**src/rtl/core/lls_pkg.sv**
```systemverilog
// Shared types, constants and helper functions for the line-of-sight lock solver.
`default_nettype none
package lls_pkg;

  localparam int CORDIC_STEPS = 16;
  localparam int ITER_W = $clog2(CORDIC_STEPS);

  localparam int DW = 48;
  localparam int ZW = 27;
  localparam int CW = 36;
  localparam int TW = 34;
  localparam int MA_W = 48;
  localparam int MB_W = 32;
  localparam int PW = MA_W + MB_W;
  localparam int MCNT_W = $clog2(MB_W);
  localparam int ADDR_W = 5;

  localparam logic signed [PW-1:0] RND30 = {{(PW-30){1'b0}}, 1'b1, 29'b0};
  localparam logic signed [PW-1:0] RND16 = {{(PW-16){1'b0}}, 1'b1, 15'b0};

  localparam logic signed [DW-1:0] INV_GAIN_Q30 = 48'sd652032874;
  localparam logic signed [MB_W-1:0] INV_GAIN_Q16 = 32'sd39797;
  localparam logic signed [ZW-1:0] Z_HALF_TURN = 27'sd11796480;

  localparam logic signed [16:0] A_TURN = 17'sd23040;
  localparam logic signed [16:0] A_HALF = 17'sd11520;
  localparam logic signed [16:0] A_QUARTER = 17'sd5760;

  localparam logic signed [17:0] P_TURN = 18'sd23040;
  localparam logic signed [17:0] P_HALF = 18'sd11520;

  localparam logic signed [TW:0] TGT_MAX_X = 35'sd8589934591;
  localparam logic signed [TW:0] TGT_MIN_X = -35'sd8589934592;

  localparam logic [2:0] REG_FWD = 3'd0;
  localparam logic [2:0] REG_DOWN = 3'd1;
  localparam logic [2:0] REG_MINR = 3'd2;
  localparam logic [2:0] REG_TUP = 3'd3;
  localparam logic [2:0] REG_TLO = 3'd4;

  typedef enum logic [1:0] {
    OP_SET = 2'd0,
    OP_TRACK = 2'd1,
    OP_DISABLE = 2'd2,
    OP_NONE = 2'd3
  } op_t;

  typedef enum logic [3:0] {
    ST_IDLE,
    ST_ROT_HEAD,
    ST_MUL_FS,
    ST_MUL_FC,
    ST_ROT_TILT,
    ST_ROT_AIM,
    ST_MUL_HZ,
    ST_MUL_E,
    ST_MUL_S,
    ST_MUL_U,
    ST_VEC_H,
    ST_MAG_H,
    ST_VEC_T,
    ST_MAG_T,
    ST_OUT
  } state_t;

  typedef struct packed {
    logic [15:0] fwd;
    logic [15:0] down;
    logic [15:0] min_range;
    logic signed [13:0] tilt_hi;
    logic signed [13:0] tilt_lo;
  } cfg_t;

  typedef struct packed {
    logic signed [ZW-1:0] z;
    logic flip;
  } rot_arg_t;

  function automatic logic signed [ZW-1:0] atan_tab(input logic [4:0] i);
    logic signed [ZW-1:0] v;
    case (i)
      5'd0: v = 27'sd2949120;
      5'd1: v = 27'sd1740967;
      5'd2: v = 27'sd919879;
      5'd3: v = 27'sd466945;
      5'd4: v = 27'sd234379;
      5'd5: v = 27'sd117304;
      5'd6: v = 27'sd58666;
      5'd7: v = 27'sd29335;
      5'd8: v = 27'sd14668;
      5'd9: v = 27'sd7334;
      5'd10: v = 27'sd3667;
      5'd11: v = 27'sd1833;
      5'd12: v = 27'sd917;
      5'd13: v = 27'sd458;
      5'd14: v = 27'sd229;
      5'd15: v = 27'sd115;
      5'd16: v = 27'sd57;
      5'd17: v = 27'sd29;
      5'd18: v = 27'sd14;
      5'd19: v = 27'sd7;
      5'd20: v = 27'sd4;
      5'd21: v = 27'sd2;
      5'd22: v = 27'sd1;
      default: v = '0;
    endcase
    return v;
  endfunction

  // Fold an angle in 1/64 degree into +-90 degrees, CORDIC units.
  function automatic rot_arg_t reduce_angle(input logic signed [16:0] a);
    logic signed [16:0] r;
    rot_arg_t res;
    r = a;
    res.flip = 1'b0;
    if (r < 0) r = r + A_TURN;
    if (r >= A_TURN) r = r - A_TURN;
    if (r >= A_TURN) r = r - A_TURN;
    if (r >= A_HALF) r = r - A_TURN;
    if (r > A_QUARTER) begin
      r = r - A_HALF;
      res.flip = 1'b1;
    end else if (r < -A_QUARTER) begin
      r = r + A_HALF;
      res.flip = 1'b1;
    end
    res.z = ZW'(r) <<< 10;
    return res;
  endfunction

endpackage
`default_nettype wire

```
**src/rtl/core/los_lock_pointing_solver.sv**
```systemverilog
// Line-of-sight lock solver top level: sequencer, lock state and stream ports.
// Input transactions on s_* carry the op in s_tuser and platform pose, camera angles
// and lock distance in s_tdata. Each transaction yields exactly one output
// transaction on m_* with pan, tilt and range in m_tdata and updated/lock flags in
// m_tuser. Registers on the APB port must be written only while the block is idle;
// the block itself does not enforce this. One shared CORDIC unit and one bit-serial
// multiplier do all the arithmetic under the sequencer.
// Track or no-op with the lock held: 3 CORDIC passes and 4 products.
// Set lock adds 2 passes and 4 products.
// Disable, or track or no-op without a lock: 1 pass and 2 products.
// s_tready is high only while the sequencer is idle; one item is in work at a time.
// The result sits in an output register; the next item is accepted while it waits,
// and the sequencer holds its finished result until the receiver takes the old one.
// Reset restores register defaults, clears the lock and the stored target, and
// drops m_tvalid.
`default_nettype none
module los_lock_pointing_solver (
  input  logic                        clk,
  input  logic                        rst,
  input  logic                        s_tvalid,
  output logic                        s_tready,
  // plane_x, plane_y, plane_z, heading, pan, tilt, lock_distance, zero pad
  input  logic [167:0]                s_tdata,
  // op
  input  logic [1:0]                  s_tuser,
  output logic                        m_tvalid,
  input  logic                        m_tready,
  // pan_out, tilt_out, range_out, zero pad
  output logic [63:0]                 m_tdata,
  // updated, lock_active
  output logic [1:0]                  m_tuser,
  input  logic                        psel,
  input  logic                        penable,
  input  logic                        pwrite,
  input  logic [lls_pkg::ADDR_W-1:0]  paddr,
  input  logic [31:0]                 pwdata,
  output logic [31:0]                 prdata,
  output logic                        pready
);
  import lls_pkg::*;

  function automatic logic signed [CW-1:0] rq30(input logic signed [PW-1:0] v);
    logic signed [PW-1:0] t;
    t = v + RND30;
    return CW'(t >>> 30);
  endfunction

  function automatic logic signed [DW-1:0] rq16(input logic signed [PW-1:0] v);
    logic signed [PW-1:0] t;
    t = v + RND16;
    return DW'(t >>> 16);
  endfunction

  function automatic logic signed [TW-1:0] sat34(input logic signed [CW:0] v);
    logic signed [TW-1:0] r;
    if (v > (CW+1)'(TGT_MAX_X)) r = TW'(TGT_MAX_X);
    else if (v < (CW+1)'(TGT_MIN_X)) r = TW'(TGT_MIN_X);
    else r = TW'(v);
    return r;
  endfunction

  cfg_t cfg;

  state_t state, state_next;
  logic   launched;
  logic   lock;

  op_t                  op_r;
  logic signed [31:0]   px, py, pz;
  logic [14:0]          hdg;
  logic signed [14:0]   pan_r;
  logic signed [13:0]   tilt_r;
  logic [23:0]          lock_dist;

  logic signed [MB_W-1:0] sh, ch, sp, cp, sa, ca;
  logic signed [CW-1:0]   cx, cy, cz, horiz;
  logic signed [TW-1:0]   te, tu, ts;
  logic signed [DW-1:0]   hx, hmag, tx, tmag;
  logic signed [ZW-1:0]   hang, pang;

  logic                 cor_start, cor_rotate, cor_done;
  logic signed [DW-1:0] cor_xi, cor_yi, cor_x, cor_y;
  logic signed [ZW-1:0] cor_zi, cor_z;
  logic                 mul_start, mul_done;
  logic signed [MA_W-1:0] mul_a;
  logic signed [MB_W-1:0] mul_b;
  logic signed [PW-1:0]   mul_p;
  logic                   step_done;

  logic signed [16:0]   ang_sel;
  rot_arg_t             ra;
  logic signed [DW-1:0] vin_x, vin_y;
  logic signed [CW-1:0] dx, dy, dzn;
  logic signed [MB_W-1:0] rot_s, rot_c;
  logic                 out_free;

  logic signed [DW-1:0] range_w;
  logic [31:0]          rng32;
  logic                 track_ok;
  logic signed [17:0]   pw;
  logic signed [16:0]   tq;
  logic signed [14:0]   pan_o;
  logic signed [13:0]   tilt_o;

  lls_cfg u_cfg (
    .clk, .rst, .psel, .penable, .pwrite, .paddr, .pwdata, .prdata, .pready, .cfg
  );

  lls_cordic u_cordic (
    .clk, .rst, .start(cor_start), .rotate(cor_rotate),
    .x_in(cor_xi), .y_in(cor_yi), .z_in(cor_zi),
    .x(cor_x), .y(cor_y), .z(cor_z), .done(cor_done)
  );

  lls_mult u_mult (
    .clk, .rst, .start(mul_start), .a(mul_a), .b(mul_b), .p(mul_p), .done(mul_done)
  );

  assign step_done = cor_done | mul_done;
  assign out_free = ~m_tvalid | m_tready;

  assign dx = CW'(te) - cx;
  assign dy = CW'(tu) - cy;
  assign dzn = cz - CW'(ts);

  assign ra = reduce_angle(ang_sel);
  assign rot_s = MB_W'(ra.flip ? -cor_y : cor_y);
  assign rot_c = MB_W'(ra.flip ? -cor_x : cor_x);

  always_comb begin
    state_next = state;
    case (state)
      ST_IDLE: if (s_tvalid) state_next = ST_ROT_HEAD;
      ST_ROT_HEAD: if (step_done) state_next = ST_MUL_FS;
      ST_MUL_FS: if (step_done) state_next = ST_MUL_FC;
      ST_MUL_FC: begin
        if (step_done) begin
          if (op_r == OP_SET) state_next = ST_ROT_TILT;
          else if (lock && op_r != OP_DISABLE) state_next = ST_VEC_H;
          else state_next = ST_OUT;
        end
      end
      ST_ROT_TILT: if (step_done) state_next = ST_ROT_AIM;
      ST_ROT_AIM: if (step_done) state_next = ST_MUL_HZ;
      ST_MUL_HZ: if (step_done) state_next = ST_MUL_E;
      ST_MUL_E: if (step_done) state_next = ST_MUL_S;
      ST_MUL_S: if (step_done) state_next = ST_MUL_U;
      ST_MUL_U: if (step_done) state_next = ST_VEC_H;
      ST_VEC_H: if (step_done) state_next = ST_MAG_H;
      ST_MAG_H: if (step_done) state_next = ST_VEC_T;
      ST_VEC_T: if (step_done) state_next = ST_MAG_T;
      ST_MAG_T: if (step_done) state_next = ST_OUT;
      ST_OUT: if (out_free) state_next = ST_IDLE;
      default: state_next = ST_IDLE;
    endcase
  end

  always_comb begin
    s_tready = 1'b0;
    cor_start = 1'b0;
    cor_rotate = 1'b1;
    mul_start = 1'b0;
    ang_sel = $signed({2'b0, hdg});
    vin_x = '0;
    vin_y = '0;
    mul_a = $signed({{(MA_W-16){1'b0}}, cfg.fwd});
    mul_b = sh;
    case (state)
      ST_IDLE: s_tready = 1'b1;
      ST_ROT_HEAD: cor_start = ~launched;
      ST_ROT_TILT: begin
        cor_start = ~launched;
        ang_sel = 17'(tilt_r);
      end
      ST_ROT_AIM: begin
        cor_start = ~launched;
        ang_sel = $signed({2'b0, hdg}) + 17'(pan_r);
      end
      ST_MUL_FS: mul_start = ~launched;
      ST_MUL_FC: begin
        mul_start = ~launched;
        mul_b = ch;
      end
      ST_MUL_HZ: begin
        mul_start = ~launched;
        mul_a = $signed({{(MA_W-24){1'b0}}, lock_dist});
        mul_b = cp;
      end
      ST_MUL_E: begin
        mul_start = ~launched;
        mul_a = MA_W'(horiz);
        mul_b = sa;
      end
      ST_MUL_S: begin
        mul_start = ~launched;
        mul_a = MA_W'(horiz);
        mul_b = ca;
      end
      ST_MUL_U: begin
        mul_start = ~launched;
        mul_a = $signed({{(MA_W-24){1'b0}}, lock_dist});
        mul_b = sp;
      end
      ST_VEC_H: begin
        cor_start = ~launched;
        cor_rotate = 1'b0;
        vin_x = DW'($signed({dzn, 8'b0}));
        vin_y = DW'($signed({dx, 8'b0}));
      end
      ST_MAG_H: begin
        mul_start = ~launched;
        mul_a = hx;
        mul_b = INV_GAIN_Q16;
      end
      ST_VEC_T: begin
        cor_start = ~launched;
        cor_rotate = 1'b0;
        vin_x = hmag;
        vin_y = DW'($signed({dy, 8'b0}));
      end
      ST_MAG_T: begin
        mul_start = ~launched;
        mul_a = tx;
        mul_b = INV_GAIN_Q16;
      end
      default: ;
    endcase
    if (cor_rotate) begin
      cor_xi = INV_GAIN_Q30;
      cor_yi = '0;
      cor_zi = ra.z;
    end else if (vin_x[DW-1]) begin
      cor_xi = -vin_x;
      cor_yi = -vin_y;
      cor_zi = vin_y[DW-1] ? -Z_HALF_TURN : Z_HALF_TURN;
    end else begin
      cor_xi = vin_x;
      cor_yi = vin_y;
      cor_zi = '0;
    end
  end

  always_ff @(posedge clk) begin
    if (rst) begin
      state <= ST_IDLE;
      launched <= 1'b0;
      lock <= 1'b0;
      te <= '0;
      tu <= '0;
      ts <= '0;
    end else begin
      state <= state_next;
      if (cor_start || mul_start) launched <= 1'b1;
      else if (step_done) launched <= 1'b0;
      if (state == ST_MUL_FC && step_done && op_r == OP_DISABLE) lock <= 1'b0;
      if (step_done) begin
        case (state)
          ST_MUL_E: te <= sat34((CW+1)'(cx) + (CW+1)'(rq30(mul_p)));
          ST_MUL_S: ts <= sat34((CW+1)'(cz) - (CW+1)'(rq30(mul_p)));
          ST_MUL_U: begin
            tu <= sat34((CW+1)'(cy) + (CW+1)'(rq30(mul_p)));
            lock <= 1'b1;
          end
          default: ;
        endcase
      end
    end
  end

  always_ff @(posedge clk) begin
    if (state == ST_IDLE && s_tvalid) begin
      op_r <= op_t'(s_tuser);
      px <= s_tdata[31:0];
      py <= s_tdata[63:32];
      pz <= s_tdata[95:64];
      hdg <= s_tdata[110:96];
      pan_r <= s_tdata[125:111];
      tilt_r <= s_tdata[139:126];
      lock_dist <= s_tdata[163:140];
    end
    if (step_done) begin
      case (state)
        ST_ROT_HEAD: begin
          sh <= rot_s;
          ch <= rot_c;
        end
        ST_MUL_FS: cx <= CW'(px) + rq30(mul_p);
        ST_MUL_FC: begin
          cz <= CW'(pz) - rq30(mul_p);
          cy <= CW'(py) - $signed({{(CW-16){1'b0}}, cfg.down});
        end
        ST_ROT_TILT: begin
          sp <= rot_s;
          cp <= rot_c;
        end
        ST_ROT_AIM: begin
          sa <= rot_s;
          ca <= rot_c;
        end
        ST_MUL_HZ: horiz <= rq30(mul_p);
        ST_VEC_H: begin
          hx <= cor_x;
          hang <= cor_z;
        end
        ST_MAG_H: hmag <= rq16(mul_p);
        ST_VEC_T: begin
          tx <= cor_x;
          pang <= cor_z;
        end
        ST_MAG_T: tmag <= rq16(mul_p);
        default: ;
      endcase
    end
  end

  always_comb begin
    range_w = (tmag + DW'(128)) >>> 8;
    if (range_w[DW-1]) rng32 = '0;
    else if (range_w[DW-1:32] != '0) rng32 = '1;
    else rng32 = range_w[31:0];
    track_ok = (op_r == OP_TRACK) && !range_w[DW-1] &&
               (range_w >= $signed({{(DW-16){1'b0}}, cfg.min_range}));
    pw = 18'((hang + ZW'(512)) >>> 10) - $signed({3'b0, hdg});
    for (int i = 0; i < 3; i++) begin
      if (pw > P_HALF) pw = pw - P_TURN;
      else if (pw < -P_HALF) pw = pw + P_TURN;
    end
    tq = 17'((pang + ZW'(512)) >>> 10);
    if (tq > 17'(cfg.tilt_hi)) tq = 17'(cfg.tilt_hi);
    if (tq < 17'(cfg.tilt_lo)) tq = 17'(cfg.tilt_lo);
    if (lock && track_ok) begin
      pan_o = 15'(pw);
      tilt_o = 14'(tq);
    end else begin
      pan_o = pan_r;
      tilt_o = tilt_r;
    end
  end

  always_ff @(posedge clk) begin
    if (rst) begin
      m_tvalid <= 1'b0;
    end else if (state == ST_OUT && out_free) begin
      m_tvalid <= 1'b1;
    end else if (m_tready) begin
      m_tvalid <= 1'b0;
    end
  end

  always_ff @(posedge clk) begin
    if (state == ST_OUT && out_free) begin
      m_tdata <= {3'b0, (lock ? rng32 : 32'd0), tilt_o, pan_o};
      m_tuser <= {lock, lock & track_ok};
    end
  end

endmodule
`default_nettype wire

```
**src/rtl/core/lls_mult.sv**
```systemverilog
// Bit-serial signed multiplier, one multiplier bit per cycle.
`default_nettype none
module lls_mult (
  input  logic                              clk,
  input  logic                              rst,
  input  logic                              start,
  input  logic signed [lls_pkg::MA_W-1:0]   a,
  input  logic signed [lls_pkg::MB_W-1:0]   b,
  output logic signed [lls_pkg::PW-1:0]     p,
  output logic                              done
);
  import lls_pkg::*;

  logic                 busy;
  logic [MCNT_W-1:0]    cnt;
  logic signed [PW-1:0] ash;
  logic [MB_W-1:0]      breg;
  logic signed [PW-1:0] term;
  logic                 last;

  assign last = (cnt == MCNT_W'(MB_W - 1));
  assign term = breg[0] ? ash : '0;

  always_ff @(posedge clk) begin
    if (rst) begin
      busy <= 1'b0;
      done <= 1'b0;
      cnt <= '0;
    end else begin
      done <= 1'b0;
      if (start) begin
        busy <= 1'b1;
        cnt <= '0;
      end else if (busy) begin
        cnt <= cnt + 1'b1;
        if (last) begin
          busy <= 1'b0;
          done <= 1'b1;
        end
      end
    end
  end

  always_ff @(posedge clk) begin
    if (start) begin
      p <= '0;
      ash <= PW'(a);
      breg <= b;
    end else if (busy) begin
      // sign bit carries negative weight
      p <= last ? p - term : p + term;
      ash <= ash <<< 1;
      breg <= breg >> 1;
    end
  end

endmodule
`default_nettype wire

```
**src/rtl/core/lls_cordic.sv**
```systemverilog
// Iterative CORDIC unit for rotation and vectoring, one micro-rotation per cycle.
`default_nettype none
module lls_cordic (
  input  logic                            clk,
  input  logic                            rst,
  input  logic                            start,
  input  logic                            rotate,
  input  logic signed [lls_pkg::DW-1:0]   x_in,
  input  logic signed [lls_pkg::DW-1:0]   y_in,
  input  logic signed [lls_pkg::ZW-1:0]   z_in,
  output logic signed [lls_pkg::DW-1:0]   x,
  output logic signed [lls_pkg::DW-1:0]   y,
  output logic signed [lls_pkg::ZW-1:0]   z,
  output logic                            done
);
  import lls_pkg::*;

  logic                 busy;
  logic                 mode_rot;
  logic [ITER_W-1:0]    idx;
  logic signed [DW-1:0] xs;
  logic signed [DW-1:0] ys;
  logic signed [ZW-1:0] at;
  logic                 dir;

  assign xs = x >>> idx;
  assign ys = y >>> idx;
  assign at = atan_tab(5'(idx));
  assign dir = mode_rot ? ~z[ZW-1] : y[DW-1];

  always_ff @(posedge clk) begin
    if (rst) begin
      busy <= 1'b0;
      done <= 1'b0;
      idx <= '0;
    end else begin
      done <= 1'b0;
      if (start) begin
        busy <= 1'b1;
        idx <= '0;
      end else if (busy) begin
        idx <= idx + 1'b1;
        if (idx == ITER_W'(CORDIC_STEPS - 1)) begin
          busy <= 1'b0;
          done <= 1'b1;
        end
      end
    end
  end

  always_ff @(posedge clk) begin
    if (start) begin
      x <= x_in;
      y <= y_in;
      z <= z_in;
      mode_rot <= rotate;
    end else if (busy) begin
      if (dir) begin
        x <= x - ys;
        y <= y + xs;
        z <= z - at;
      end else begin
        x <= x + ys;
        y <= y - xs;
        z <= z + at;
      end
    end
  end

endmodule
`default_nettype wire

```
**src/rtl/core/lls_cfg.sv**
```systemverilog
// APB register bank for offsets, minimum range and tilt limits.
`default_nettype none
module lls_cfg (
  input  logic                        clk,
  input  logic                        rst,
  input  logic                        psel,
  input  logic                        penable,
  input  logic                        pwrite,
  input  logic [lls_pkg::ADDR_W-1:0]  paddr,
  input  logic [31:0]                 pwdata,
  output logic [31:0]                 prdata,
  output logic                        pready,
  output lls_pkg::cfg_t               cfg
);
  import lls_pkg::*;

  logic [2:0] idx;
  logic       wen;

  assign idx = paddr[ADDR_W-1:2];
  assign wen = psel & penable & pwrite;
  assign pready = 1'b1;

  always_ff @(posedge clk) begin
    if (rst) begin
      cfg.fwd <= 16'd768;
      cfg.down <= 16'd1280;
      cfg.min_range <= 16'd256;
      cfg.tilt_hi <= 14'sd2880;
      cfg.tilt_lo <= -14'sd5760;
    end else if (wen) begin
      case (idx)
        REG_FWD: cfg.fwd <= pwdata[15:0];
        REG_DOWN: cfg.down <= pwdata[15:0];
        REG_MINR: cfg.min_range <= pwdata[15:0];
        REG_TUP: cfg.tilt_hi <= pwdata[13:0];
        REG_TLO: cfg.tilt_lo <= pwdata[13:0];
        default: ;
      endcase
    end
  end

  always_comb begin
    case (idx)
      REG_FWD: prdata = {16'b0, cfg.fwd};
      REG_DOWN: prdata = {16'b0, cfg.down};
      REG_MINR: prdata = {16'b0, cfg.min_range};
      REG_TUP: prdata = {{18{cfg.tilt_hi[13]}}, cfg.tilt_hi};
      REG_TLO: prdata = {{18{cfg.tilt_lo[13]}}, cfg.tilt_lo};
      default: prdata = '0;
    endcase
  end

endmodule
`default_nettype wire
```
**config.mk**
```make
export PLATFORM = sky130hd
export DESIGN_NAME = los_lock_pointing_solver
export DESIGN_NICKNAME = d
export VERILOG_FILES = /design/src/rtl/core/lls_pkg.sv /design/src/rtl/core/los_lock_pointing_solver.sv /design/src/rtl/core/lls_mult.sv /design/src/rtl/core/lls_cordic.sv /design/src/rtl/core/lls_cfg.sv
export SDC_FILE = /design/constraint.sdc
export NUM_CORES = 2
export LEC_CHECK = 0
export ABC_AREA = 0
export ABC_CLOCK_PERIOD_IN_PS = 8900
export BUFFER_PORTS_ARGS = -buffer_cell sky130_fd_sc_hd__buf_4
export CAP_MARGIN = 20
export CELL_PAD_IN_SITES_DETAIL_PLACEMENT = 1
export CELL_PAD_IN_SITES_GLOBAL_PLACEMENT = 1
export CORE_UTILIZATION = 46
export CTS_BUF_LIST = sky130_fd_sc_hd__clkbuf_8
export CTS_CLUSTER_SIZE = 16
export DETAILED_ROUTE_END_ITERATION = 7
export GPL_ROUTABILITY_DRIVEN = 1
export PLACE_DENSITY_LB_ADDON = 0.25
export RECOVER_POWER = 100
export SLEW_MARGIN = 40
export SYNTH_ARGS = -nofsm -noshare
export SYNTH_HDL_FRONTEND = slang
export SYNTH_HIERARCHICAL = 1
export SYNTH_SLANG_ARGS = --single-unit
```
**constraint.sdc**
```tcl
create_clock -name clk -period 8.9 [get_ports clk]
set_input_delay 1.78 -clock clk [delete_from_list [all_inputs] [get_ports clk]]
set_output_delay 1.78 -clock clk [all_outputs]
set_load 0.01 [all_outputs]
```
==> impl_metrics.toml <==
[grt]
vias_in_the_first_global_route = 84400
grt_first_pass_wirelength_um = 538000
grt_start_max_net_pins = 124
globalRouteOverflowTotal = 0
antenna_found_initial = 14
gr-usage-all-layers = 0.344

[synthesis]
avgSynthCellArea_um2 = 9.40
synthesis.yosys.warnings = 6
synth.cell_area_um2 = 94200
syn-instance-count = 10000

[place]
dp_hpwl_um = 280000
port_buffer_cells = 288
place.detailed.instances = 12700
place_area_um2 = 99600
gp_congestion = 0.975

[critical_path]
cp_data_required_time_ps = 9750
crit_chain = "clkbuf_1, nor2b_1, clkbuf_1, nand2_1, clkbuf_1, nor2_1, and2_0, mux2i_1, nand2_1, a21oi_1, clkbuf_1, a21oi_1, xnor2_1, nand2_1, o21ai_0"
critical_path.startpoint_type = "flop"
critical-path-slowest-cell = "clkbuf_1"
crit_path_max_fanout = 39
crit_type = "reg2reg"
crit_path_max_incr_delay_ps = 2340
worst_path_most_repeated_cell = "clkbuf_1"
timing.critical_path.arrival_ps = 9720
kind_of_capture_point_of_the_worst_setup_path = "flop"

[final_layout]
finalCoreUtilization = 0.511
final_common_cell = "edfxtp_1"
final_layout_size_suffix_gt1_frac = 0.101
area_of_all_sequential_standard_cells_um2 = 35900
multi_input_comb_area_um2 = 54800
num-fill-cells = 23200
num-nets-final = 11200
final_non_filler_cell_area_um2 = 104000
flow.area_growth_from_synthesis_pct = 9.95
most-common-layout-cells = "edfxtp_1, nand2_1, nor2_1"
layoutNonFillerInstCount = 13200

[floorplanning]
die_y_um = 455
boundaryPins = 315
die-area_um2 = 207000
floorplan.die.width_um = 455
core_um2 = 203000
floorplan.initialDensity = 0.465
number_of_placement_rows = 165

[clock_network]
cts_buffer_depth = 3
tritoncts = "done"
htreeDepth = 4
clkLatencyLatePin_ps = 1060
cts.sinks = 1291
tritoncts.num_buffers = 233
ctsRootBufferMaster = "clkbuf_8"
clk_pin_slew_ps = 60

[routing]
totalWireLength_um = 365000
drt-vias-per-instance = 6.27
remaining_drc_errors = 0
wl_met1_um = 151000
routedWlPerCell_um = 27.6
routed-wl-met2_um = 168000
maxUsedRoutingLayer = "met5"
drt_first_iter_violations = 7468
antenna_violating_nets_post_route = 0
met3RoutedLength_um = 22500
drtPass1Iterations = 8
dr_total_vias = 82700

[run_status]
status = "finished, violations left"
violations = "max-capacitance violations, max-slew violations"

[pwr]
netSwitchingFraction = 0.465
clock_power_share = 0.164
cellPowerDensity_nw_per_um2 = 345
pwr-share-comb = 0.549
power.static_leakage_uw = 0.0396
power_switching_uw = 16600
vdd.ir_drop.worst_mv = 0.237
seq_power_share = 0.287
power_report.internal_total_uw = 19100

[job]
drv.max_cap_violation_count = 43

[sta]
finalSetupViolCount = 0
fin_tns_setup_ps = 0
fmaxAchievable_mhz = 113
hold_violations = 0
timing.final.max_slew_violations = 1405
worst_slew_pin_slew_ps = 4770
max_slew_margin = -2.18
final.min_clock_period_ps = 8870
timing.hold.ws_ps = 461
clock-skew-final_ps = 69.9
finalCritPeriodShare = 0.996

[worst_hold_path]
worstHoldPathType = "reg2reg"
area by class of cell:
cell class | instances | share of cell area
repair buffers | 464 | 0.0274
clock inverters | 178 | 0.0115
flip-flops and latches | 1291 | 0.347
inverters | 520 | 0.0189
well taps | 2672 | 0.0323
diodes | 14 | 0.000338
clock buffers | 256 | 0.0340
multi-input cells | 7809 | 0.529
layer usage:
| layer | global-route usage | vias to the layer above |
|---|---|---|
| met5 | 0 | - |
| met4 | 0.196 | 12 |
| met3 | 0.0506 | 739 |
| met2 | 0.558 | 2859 |
| met1 | 0.438 | 41500 |
| li1 | - | 37700 |
timing repair:
| action | CTS | global route |
|---|---|---|
| resized for setup | 0 | 18 |
| endpoints found under the setup margin | 0 | 228 |
| hold buffers | 0 | 0 |
| buffers inserted | 0 | 6 |
state kept, by name (all words and copies together) (netlist names), 48 cells and up:
name        count
hmag           48
hx             48
m_tdata        61
tx             48
u_cfg/cfg      76
u_cordic/x     48
u_cordic/y     48
u_mult/ash     66
u_mult/p       66
final timing paths:
check | startpoint | end | slack [ps] | depth (start not counted)
max reg2reg | state[3]$_SDFFE_PP0P_ | u_cordic/y[24]$_DFFE_PP_ | 30 | 15
max | state[3]$_SDFFE_PP0P_ | u_cordic/y[24]$_DFFE_PP_ | 30 | 15
min | te[0]$_SDFFE_PP0P_ | te[0]$_SDFFE_PP0P_ | 460 | 2
min reg2reg | te[0]$_SDFFE_PP0P_ | te[0]$_SDFFE_PP0P_ | 460 | 2
critical path: cells and delay by family, from the launching register on:
| family | cells | cell delay, ps |
|---|---|---|
| buf+inv | 4 | 3850 |
| flops | 1 | 370 |
| compound gates | 3 | 1700 |
| xor+xnor | 1 | 660 |
| simple gates | 6 | 1560 |
| mux | 1 | 480 |
power groups by stage:
stage	sequential [uW]	combinational, uW	clock [uW]
floorplan	9320	14000	0
global route	10300	21300	6170
detailed placement	10300	19100	0
global placement	10200	18400	0
finish	10200	19600	5840
CTS	10200	19300	5940
through the flow:
stage	power [uW]	worst slack [ps]
6_report	35700	34.5
5_1_grt	37700	-72.9
4_1_cts	35400	41.2
3_5_place_dp	29400	76.9
3_3_place_gp	28600	199
2_1_floorplan	23300	413
Note: power is estimated with default switching activity, not from simulation.
